===== src/hw/rtl/slfr_pkg.sv =====
`timescale 1ns / 1ps
// Shared types and constants of the sync/length frame receiver.
package slfr_pkg;

    // Header size in bytes, sync word included (8 to 16)
    localparam int unsigned HEADER_BYTES = 12;
    localparam int unsigned COUNT_W      = 4;

    // Header byte positions
    localparam logic [COUNT_W-1:0] IDX_SYNC_DONE = COUNT_W'(4);
    localparam logic [COUNT_W-1:0] IDX_CMD_HI    = COUNT_W'(4);
    localparam logic [COUNT_W-1:0] IDX_CMD_LO    = COUNT_W'(5);
    localparam logic [COUNT_W-1:0] IDX_LEN_HI    = COUNT_W'(6);
    localparam logic [COUNT_W-1:0] IDX_LEN_LO    = COUNT_W'(7);
    localparam logic [COUNT_W:0]   HEADER_END    = (COUNT_W+1)'(HEADER_BYTES);

    localparam logic [31:0] SYNC_RESET   = 32'hD0F9_EE5D;
    localparam logic [15:0] LEN_OVERHEAD = 16'd4;

    typedef enum logic [1:0] {
        PH_HUNT = 2'd0,
        PH_HEAD = 2'd1,
        PH_DATA = 2'd2
    } phase_t;

    typedef enum logic [1:0] {
        KIND_HEADER = 2'd0,
        KIND_DATA   = 2'd1,
        KIND_SHORT  = 2'd2
    } kind_t;

    typedef struct packed {
        logic [1:0]  kind;
        logic [15:0] command_code;
        logic [15:0] payload_length;
        logic [7:0]  data_byte;
        logic        last;
    } result_t;

endpackage


===== src/hw/rtl/slfr_parser.sv =====
`timescale 1ns / 1ps
// Frame parser: sync hunt, header collection and payload counting per byte.
module slfr_parser
(
    input  logic                  clk,
    input  logic                  rst_n,
    input  logic                  cfg_we,
    input  logic [31:0]           cfg_wdata,
    input  logic                  byte_accept,
    input  logic [7:0]            rx_byte,
    output logic                  res_push,
    output slfr_pkg::result_t     res_data
);

    logic [31:0]                      sync_word_reg;
    slfr_pkg::phase_t                 phase_reg, phase_next;
    logic [31:0]                      window_reg, window_next;
    logic [slfr_pkg::COUNT_W-1:0]     count_reg, count_next;
    logic [15:0]                      command_reg, command_next;
    logic [15:0]                      length_reg, length_next;
    logic [15:0]                      remaining_reg, remaining_next;

    logic [31:0]                      window_shift;
    logic                             sync_hit;
    logic [slfr_pkg::COUNT_W:0]       count_inc;
    logic                             header_done;
    logic                             length_short;
    logic [15:0]                      plen_head;
    logic [15:0]                      plen_data;
    logic                             data_last;

    // Decode conditions shared by state and result logic
    always_comb
    begin
        window_shift = {window_reg[23:0], rx_byte};
        sync_hit     = (window_shift == sync_word_reg);
        count_inc    = {1'b0, count_reg} + (slfr_pkg::COUNT_W+1)'(1);
        header_done  = (count_inc >= slfr_pkg::HEADER_END);

        command_next = command_reg;
        length_next  = length_reg;
        if (phase_reg == slfr_pkg::PH_HEAD)
        begin
            if (count_reg == slfr_pkg::IDX_CMD_HI)
                command_next = {rx_byte, command_reg[7:0]};
            else if (count_reg == slfr_pkg::IDX_CMD_LO)
                command_next = {command_reg[15:8], rx_byte};
            else if (count_reg == slfr_pkg::IDX_LEN_HI)
                length_next = {rx_byte, length_reg[7:0]};
            else if (count_reg == slfr_pkg::IDX_LEN_LO)
                length_next = {length_reg[15:8], rx_byte};
        end

        length_short = (length_next < slfr_pkg::LEN_OVERHEAD);
        plen_head    = length_next - slfr_pkg::LEN_OVERHEAD;
        plen_data    = (length_reg >= slfr_pkg::LEN_OVERHEAD)
                       ? (length_reg - slfr_pkg::LEN_OVERHEAD) : 16'd0;
        data_last    = (remaining_reg <= 16'd1);
    end

    // Next phase
    always_comb
    begin
        phase_next = phase_reg;
        unique case (phase_reg)
            slfr_pkg::PH_HEAD:
            begin
                if (header_done)
                    phase_next = (length_short || plen_head == 16'd0)
                                 ? slfr_pkg::PH_HUNT : slfr_pkg::PH_DATA;
            end
            slfr_pkg::PH_DATA:
            begin
                if (data_last)
                    phase_next = slfr_pkg::PH_HUNT;
            end
            default:
            begin
                phase_next = sync_hit ? slfr_pkg::PH_HEAD : slfr_pkg::PH_HUNT;
            end
        endcase
    end

    // Counters, window and result
    always_comb
    begin
        window_next    = window_reg;
        count_next     = count_reg;
        remaining_next = remaining_reg;
        res_push       = 1'b0;
        res_data       = '0;
        res_data.command_code = command_next;
        unique case (phase_reg)
            slfr_pkg::PH_HEAD:
            begin
                if (header_done)
                begin
                    res_push = 1'b1;
                    if (length_short)
                    begin
                        res_data.kind = slfr_pkg::KIND_SHORT;
                        res_data.last = 1'b1;
                        window_next    = '0;
                        count_next     = '0;
                        remaining_next = '0;
                    end
                    else if (plen_head == 16'd0)
                    begin
                        res_data.kind = slfr_pkg::KIND_HEADER;
                        res_data.last = 1'b1;
                        window_next    = '0;
                        count_next     = '0;
                        remaining_next = '0;
                    end
                    else
                    begin
                        res_data.kind           = slfr_pkg::KIND_HEADER;
                        res_data.payload_length = plen_head;
                        count_next     = '0;
                        remaining_next = plen_head;
                    end
                end
                else
                begin
                    count_next = count_inc[slfr_pkg::COUNT_W-1:0];
                end
            end
            slfr_pkg::PH_DATA:
            begin
                res_push                = 1'b1;
                res_data.kind           = slfr_pkg::KIND_DATA;
                res_data.payload_length = plen_data;
                res_data.data_byte      = rx_byte;
                res_data.last           = data_last;
                if (data_last)
                begin
                    window_next    = '0;
                    count_next     = '0;
                    remaining_next = '0;
                end
                else
                begin
                    remaining_next = remaining_reg - 16'd1;
                end
            end
            default:
            begin
                if (sync_hit)
                begin
                    window_next = '0;
                    count_next  = slfr_pkg::IDX_SYNC_DONE;
                end
                else
                begin
                    window_next = window_shift;
                end
            end
        endcase
        res_push = res_push & byte_accept;
    end

    // Hold the sync pattern
    always_ff @(posedge clk or negedge rst_n)
    begin
        if (!rst_n)
            sync_word_reg <= slfr_pkg::SYNC_RESET;
        else if (cfg_we)
            sync_word_reg <= cfg_wdata;
    end

    // Advance parser state on each accepted byte
    always_ff @(posedge clk or negedge rst_n)
    begin
        if (!rst_n)
        begin
            phase_reg     <= slfr_pkg::PH_HUNT;
            window_reg    <= '0;
            count_reg     <= '0;
            command_reg   <= '0;
            length_reg    <= '0;
            remaining_reg <= '0;
        end
        else if (byte_accept)
        begin
            phase_reg     <= phase_next;
            window_reg    <= window_next;
            count_reg     <= count_next;
            command_reg   <= command_next;
            length_reg    <= length_next;
            remaining_reg <= remaining_next;
        end
    end

endmodule


===== src/hw/rtl/slfr_out_buf.sv =====
`timescale 1ns / 1ps
// Result output register with a skid entry.
module slfr_out_buf
(
    input  logic                  clk,
    input  logic                  rst_n,
    input  logic                  push,
    input  slfr_pkg::result_t     push_data,
    output logic                  full,
    output logic                  out_valid,
    input  logic                  out_stall,
    output slfr_pkg::result_t     out_data
);

    logic                 main_valid_reg;
    logic                 skid_valid_reg;
    slfr_pkg::result_t    main_reg;
    slfr_pkg::result_t    skid_reg;
    logic                 main_free;

    assign main_free = !main_valid_reg || !out_stall;
    assign full      = skid_valid_reg;
    assign out_valid = main_valid_reg;
    assign out_data  = main_reg;

    // Track occupancy of both entries
    always_ff @(posedge clk or negedge rst_n)
    begin
        if (!rst_n)
        begin
            main_valid_reg <= 1'b0;
            skid_valid_reg <= 1'b0;
        end
        else if (main_free)
        begin
            main_valid_reg <= skid_valid_reg || push;
            skid_valid_reg <= 1'b0;
        end
        else if (push)
        begin
            skid_valid_reg <= 1'b1;
        end
    end

    // Move results: skid drains first, new request fills the free slot
    always_ff @(posedge clk)
    begin
        if (main_free)
            main_reg <= skid_valid_reg ? skid_reg : push_data;
        else if (push)
            skid_reg <= push_data;
    end

endmodule


===== src/hw/rtl/sync_length_frame_receiver.sv =====
`timescale 1ns / 1ps
// Top level of the sync-word, length-prefixed frame receiver.
//
// Takes one received byte per cycle. Each accepted byte updates the parser in
// the same cycle and, when it completes a header or carries payload, places
// one result in a two-entry output buffer (output register plus skid entry),
// so one byte a cycle is sustained while out_stall stays low; in_stall rises
// only once both entries hold results. Results: kind 0 header (command code,
// payload length), kind 1 payload byte, kind 2 length below four. The last
// result of a frame has last set. Checksum bytes are skipped unchecked.
// sync_word is written through cfg_we/cfg_wdata and applies at the next
// compare; it resets to 0xD0F9EE5D.
module sync_length_frame_receiver
(
    input  logic        clk,
    input  logic        rst_n,
    input  logic        cfg_we,
    input  logic [31:0] cfg_wdata,
    input  logic        in_valid,
    output logic        in_stall,
    input  logic [7:0]  rx_byte,
    output logic        out_valid,
    input  logic        out_stall,
    output logic [1:0]  kind,
    output logic [15:0] command_code,
    output logic [15:0] payload_length,
    output logic [7:0]  data_byte,
    output logic        last
);

    logic                 byte_accept;
    logic                 res_push;
    logic                 buf_full;
    slfr_pkg::result_t    res_data;
    slfr_pkg::result_t    out_data;

    assign in_stall    = buf_full;
    assign byte_accept = in_valid && !buf_full;

    slfr_parser u_parser
    (
        .clk         (clk),
        .rst_n       (rst_n),
        .cfg_we      (cfg_we),
        .cfg_wdata   (cfg_wdata),
        .byte_accept (byte_accept),
        .rx_byte     (rx_byte),
        .res_push    (res_push),
        .res_data    (res_data)
    );

    slfr_out_buf u_out_buf
    (
        .clk       (clk),
        .rst_n     (rst_n),
        .push      (res_push),
        .push_data (res_data),
        .full      (buf_full),
        .out_valid (out_valid),
        .out_stall (out_stall),
        .out_data  (out_data)
    );

    // Unpack the result request onto the ports
    assign kind           = out_data.kind;
    assign command_code   = out_data.command_code;
    assign payload_length = out_data.payload_length;
    assign data_byte      = out_data.data_byte;
    assign last           = out_data.last;

endmodule


===== config.mk =====
export PLATFORM = sky130hd
export DESIGN_NAME = sync_length_frame_receiver
export DESIGN_NICKNAME = d
export VERILOG_FILES = /design/src/hw/rtl/slfr_pkg.sv /design/src/hw/rtl/slfr_parser.sv /design/src/hw/rtl/slfr_out_buf.sv /design/src/hw/rtl/sync_length_frame_receiver.sv
export SDC_FILE = /design/constraint.sdc
export NUM_CORES = 1
export LEC_CHECK = 0
export ABC_AREA = 1
export BUFFER_PORTS_ARGS = -buffer_cell sky130_fd_sc_hd__buf_2
export CAP_MARGIN = 0
export CORE_MARGIN = 2
export CORE_UTILIZATION = 54
export DETAILED_ROUTE_END_ITERATION = 12
export PLACE_DENSITY_LB_ADDON = 0.1
export SYNTH_ARGS = -nofsm -noshare
export SYNTH_HDL_FRONTEND = slang
export SYNTH_SLANG_ARGS = --single-unit

===== constraint.sdc =====
create_clock -name clk -period 3.6 [get_ports clk]
set_clock_uncertainty 0.15 [all_clocks]
set_input_delay 0.72 -clock clk [delete_from_list [all_inputs] [get_ports clk]]
set_output_delay 0.72 -clock clk [all_outputs]
set_load 0.02 [all_outputs]

# Word level (Yosys, flattened, before mapping)
# Cells that the tools add are included.
dict set report classes {
  n_addsub 4
  magnitude_cmp 4
  n_eq_ne 10
  muxes 44
  n_bitwise 2
  n_reduce_logical 16
}
# op count
set ops {}
lappend ops {{$mux W16} 12}
lappend ops {{$mux W24} 5}
lappend ops {{$pmux W16 S2} 2}
lappend ops {{$pmux W24 S2} 1}
lappend ops {{$mux W43} 1}
lappend ops {{$eq A32 B32 Y1} 1}
lappend ops {{$sub A16 B3 Y16 const B} 2}
lappend ops {{$mux W8} 3}
lappend ops {{$eq A4 B3 Y1 const B} 4}
lappend ops {{$ge A16 B3 Y1 const B} 1}
lappend ops {{$le A16 B1 Y1 const B} 1}
lappend ops {{$logic_not A16 Y1} 1}
lappend ops {{$lt A16 B3 Y1 const B} 1}
lappend ops {{$sub A16 B1 Y16 const B} 1}
lappend ops {{$mux W4} 3}
lappend ops {{$mux W2} 5}
lappend ops {{$reduce_and A3 Y1} 3}
lappend ops {{$pmux W2 S2} 2}
lappend ops {{$pmux W4 S2} 1}
lappend ops {{$mux W1} 7}
lappend ops {{$add A4 B1 Y5 const B} 1}
lappend ops {{$ge A5 B4 Y1 const B} 1}
lappend ops {{$ne A2 B1 Y1 const B} 2}
lappend ops {{$pmux W1 S2} 2}
lappend ops {{other kinds (12)} 17}
dict set report totals {
  ff_bits 198
  in_bits 45
  output_inout_bits 45
  word_cells 99
}

# Logic depth before layout (Yosys ltp)
dict set report depth {
  ltp_word 13
  ltp_mapped 24
  ltp_nobuf 22
}

# By module
# Synthesis repeated with hierarchy kept, for this count alone.
dict set report unflattened {
  hier_cells 1217
  hier_area_um2 10453.8
}
# module instances cells_each area_each_um2 seq_area_each_um2
set modules_own_cells {}
lappend modules_own_cells {slfr_parser 1 982 7174.4 2777.7}
lappend modules_own_cells {slfr_out_buf 1 233 3269.4 2632.5}
lappend modules_own_cells {sync_length_frame_receiver 1 2 10.0 0.0}

# Worst setup path after synthesis
# OpenSTA, ideal clock, no wires.
dict set report synth_timing {
  path_kind {in2reg}
  start {input out_stall}
  end {register u_out_buf.skid_reg[0] (netlist bit), enable pin}
  setup_ps 443
  t_arrival_ps 3659
  required_time_ps 3007
  path_slack_ps -653
  cell_stages 2
  n_path_buf 0
  path_cell_list {nand2_1 > nor2_1}
}
dict set report synth_between {
  elab_chain_cells 4
}
# item line_no
set synth_lines {}
lappend synth_lines {{start: declaration} sync_length_frame_receiver.sv:23} ;# input logic out_stall,
lappend synth_lines {{$logic_not A1 Y1} slfr_out_buf.sv:21} ;# assign main_free = !main_valid_reg || !out_stall;
lappend synth_lines {{$logic_or A1 B1 Y1} slfr_out_buf.sv:21}
lappend synth_lines {{$not A1 Y1 (no line)} n/a}
lappend synth_lines {{$reduce_and A2 Y1 (no line)} n/a}
lappend synth_lines {{end signal: assignment} slfr_out_buf.sv:51} ;# skid_reg <= push_data;
lappend synth_lines {{end: declaration} slfr_out_buf.sv:18} ;# slfr_pkg::result_t skid_reg;
# No other way between the ends.
# A chain may end at the register's enable or synchronous reset.

==> impl_metrics.csv <==
group,metric,value,unit
status,status,"complete, no violations",
detailed_routing,vias_per_cell,5.410,
setup_path,worstPathCellList,"inv_1 -> ha_1 -> nand3_1 -> nor2_4 -> nand2_4 -> nand2_1 -> nand2_1 -> inv_1 -> nand3_1 -> nor4_4 -> inv_2 -> nand3_1 -> o21ai_0 -> nand2_1 -> nand2_1",
clock_network,clock_sinks,198,
global_routing,grt_usage,25.95,%
detailed_routing,wl_per_cell,16.73,um
global_routing,grt_overflow,0,
synth,synth_edf_count,86,
placement,place_ws,0.1691,ns
detailed_routing,dr.pass1.iters,5,
final_layout,final_cells,1514,
placement,numPortBuffers,89,
setup_path,cpMostUsedCell,"nand2_1",
floorplan,initial_core_util,55.07,%
setup_path,crit_slowest_cell,"dfrtp_1",
clock_network,clkTransAtPathRegs,0.07,ns
final_layout,seqCellArea,5410,um^2
detailed_routing,wl_met2,11410,um
sta,worst_slack,0.2107,ns
sta,worst_slew_pin_slew,0.9421,ns
floorplan,rows,50,
synth,yosysTopAreaCellShare,24.99,%
floorplan,core,18770,um^2
setup_path,arrival,3.44,ns
final_layout,num_antenna_cells,0,
synth,syn-num-nets,1238,
final_layout,fill_cells,1613,
setup_path,critPathCaptureType,"register",
floorplan,io-pin-count,90,
detailed_routing,vias,8190,
power_and_ir_drop,pwr_density_cell,536.7,nW/um^2
synth,syn_area,10330,um^2
synth,ys_types,41,
placement,gp_congestion,0.9343,
detailed_routing,drt_iter0_markers,948,
setup_path,critPathKind,"reg2reg",
synth,ys_seq_elements,198,
sta,max_freq,295.0,MHz
setup_path,crit_required,3.65,ns
synth,synth_flop_cell,"dfrtp_1",
clock_network,clockBufferDepth,2,
setup_path,start_kind,"register",
setup_path,crit_fanout,15,
detailed_routing,maxUsedRoutingLayer,"met4",
synth,syn_avg_cell_area,8.758,um^2
floorplan,dieWidth,142.3,um
clock_network,htreeDepth,4,
placement,dp_hpwl,17980,um
detailed_routing,drcViolationCount,0,
global_routing,grt_pass1_vias,7627,
detailed_routing,ant_nets,0,
placement,dpl.cell_count,1479,
global_routing,antenna_found_initial,0,
clock_network,clock_latency,0.44,ns
sta,setup_viol,0,
sta,hold_viol_final,0,
global_routing,grt_max_degree,60,
synth,netlist_top_cells_area,"edfxtp_1 (25%), dfrtp_1 (22%), nand2_1 (12%)",
worst_hold_path,hold_class,"in2async",
sta,setup_tns,0,ns
synth,yosysSeqAreaShare,52.35,%
sta,finalCritPeriodShare,94.15,%
final_layout,multi_input_area,4247,um^2
final_layout,drive_above_1_share,20.78,%
detailed_routing,wirelength,25330,um
detailed_routing,route.met3.wl,1342,um
power_and_ir_drop,irDropWorstVdd,0.3565,mV
setup_path,max_stage_delay,0.42,ns
sta,fin_crit,3.389,ns
power_and_ir_drop,leakagePower,5.673,nW
floorplan,die_h,142.3,um
sta,drv_slew,0,
final_layout,nNetsFinal,1325,
synth,synth_top_area_cell,"edfxtp_1",
clock_network,cts_tree,"done",
synth,async_flop_share,56.57,%
clock_network,numCtsBuffers,17,
floorplan,die_area,20260,um^2
clock_network,clock-root-buffer,"clkbuf_16",
synth,yosysWarnings,0,
flow_run,max-cap-violations,0,
detailed_routing,wl_met1,12060,um
final_layout,final_util,62.37,%
final_layout,syn2layout_area_growth,13.26,%
global_routing,grt_first_pass_wirelength,40280,um
synth,syn_inst,1180,
sta,max-slew-margin-rel,36.96,%
==> cell type report <==
class | count | share of cell area, %
clock inverter | 11 | 1.133
sequential | 198 | 46.22
clock buffer | 21 | 3.966
timing repair buffer | 119 | 6.114
tap | 234 | 2.501
multi-input combinational | 813 | 36.28
inverter | 118 | 3.784
==> power breakdown <==
| group | switching (mW) | internal (mW) | total, mW |
|---|---|---|---|
| logic | 1.05 | 0.542 | 1.59 |
| registers | 0.185 | 2.58 | 2.76 |
| clock network | 0.897 | 1.03 | 1.93 |
==> synthesized netlist by cell type, types with 4 or more instances <==
master    count
nand2_2      20
dfrtp_1      92
dfstp_2      20
nor4_1        5
nand2_1     340
nand3_1      60
ha_1         13
nor2_4        7
buf_6         7
xnor2_1      14
o21ai_0     102
o21ai_1      26
clkbuf_1     34
nor3_1       16
nor2_1       68
a31oi_1      12
mux2_2       21
o21ai_2       6
buf_2         7
nand3_2       4
nor2_2       10
a21oi_1      11
a22oi_1       5
xor2_1       24
or2_2        10
inv_2         7
nand4_1      25
edfxtp_1     86
inv_1       109
==> layer usage <==
layer,GRT usage [%],vias up
met5,0,-
met4,8.025,0
met3,4.408,32
met2,39.66,256
met1,38.17,3862
li1,-,4040
==> per-stage QoR <==
stage                     hold WS, ns  cell area, um^2  total power, mW
final                          0.1431            11710            6.282
after global routing           0.1772            11710            6.607
after CTS                      0.1549            11660            6.294
after detailed placement       0.3228            11060            4.362
after global placement         0.3174            11060            4.336
after floorplan                0.2744            10340            3.908
==> worst max-delay path, delay by kind of cell, from the launching register on <==
| kind | cells | cell delay, ns |
|---|---|---|
| compound gates | 1 | 0.15 |
| simple gates | 10 | 1.74 |
| flops | 1 | 0.42 |
| buf+inv | 3 | 0.48 |
| fa+ha+maj | 1 | 0.21 |
==> what timing repair did <==
item,CTS,global route
buffers inserted,0,2
resized for setup,0,2
hold buffers,0,0
setup endpoints to repair,0,33
==> cells in the final DEF (no fill, tap or decap), types with 8 or more instances in the layout <==
master       n
nor3_1      16
nand2_1    339
nand2_2     20
o21ai_1     26
dfstp_2     20
nand3_1     60
mux2_2      21
nand4_1     25
dfrtp_1     92
a31oi_1     12
edfxtp_1    86
nor2_2      10
buf_2       88
buf_4       28
or2_2       10
xnor2_1     14
nor2_1      67
a21oi_1     11
ha_1        12
inv_1      109
clkbuf_16   18
xor2_1      24
nor2_4       8
o21ai_0    102
==> kinds of logic (layout without fill, tap and decap cells) <==
family | after synthesis | after routing | synth area share [%]
AOI/OAI and AO/OA | 166 | 166 | 8.620
DFF | 198 | 198 | 52.35
xor gates and xnor gates | 38 | 38 | 3.220
buffers and inverters | 169 | 269 | 6.731
and+or+nand+nor | 575 | 575 | 25.22
adders and majority gates | 13 | 13 | 1.574
muxes | 21 | 21 | 2.288
==> final timing paths <==
kind                                         start                          to  slack [ns]  cells after the start
setup / recovery             u_parser.count_reg[0]      u_out_buf.out_data[13]        0.21                     15
hold / removal                               rst_n  u_parser.sync_word_reg[29]        0.14                      1
setup reg to reg             u_parser.count_reg[0]      u_out_buf.out_data[13]        0.21                     15
hold reg to reg            u_parser.command_reg[5]     u_parser.command_reg[5]        0.34                      2
max in group asynchronous                    rst_n   u_parser.sync_word_reg[2]        2.30                      2
min in group clk                     cfg_wdata[19]  u_parser.sync_word_reg[19]        0.34                      3
Power figures use the tool's default switching activity.
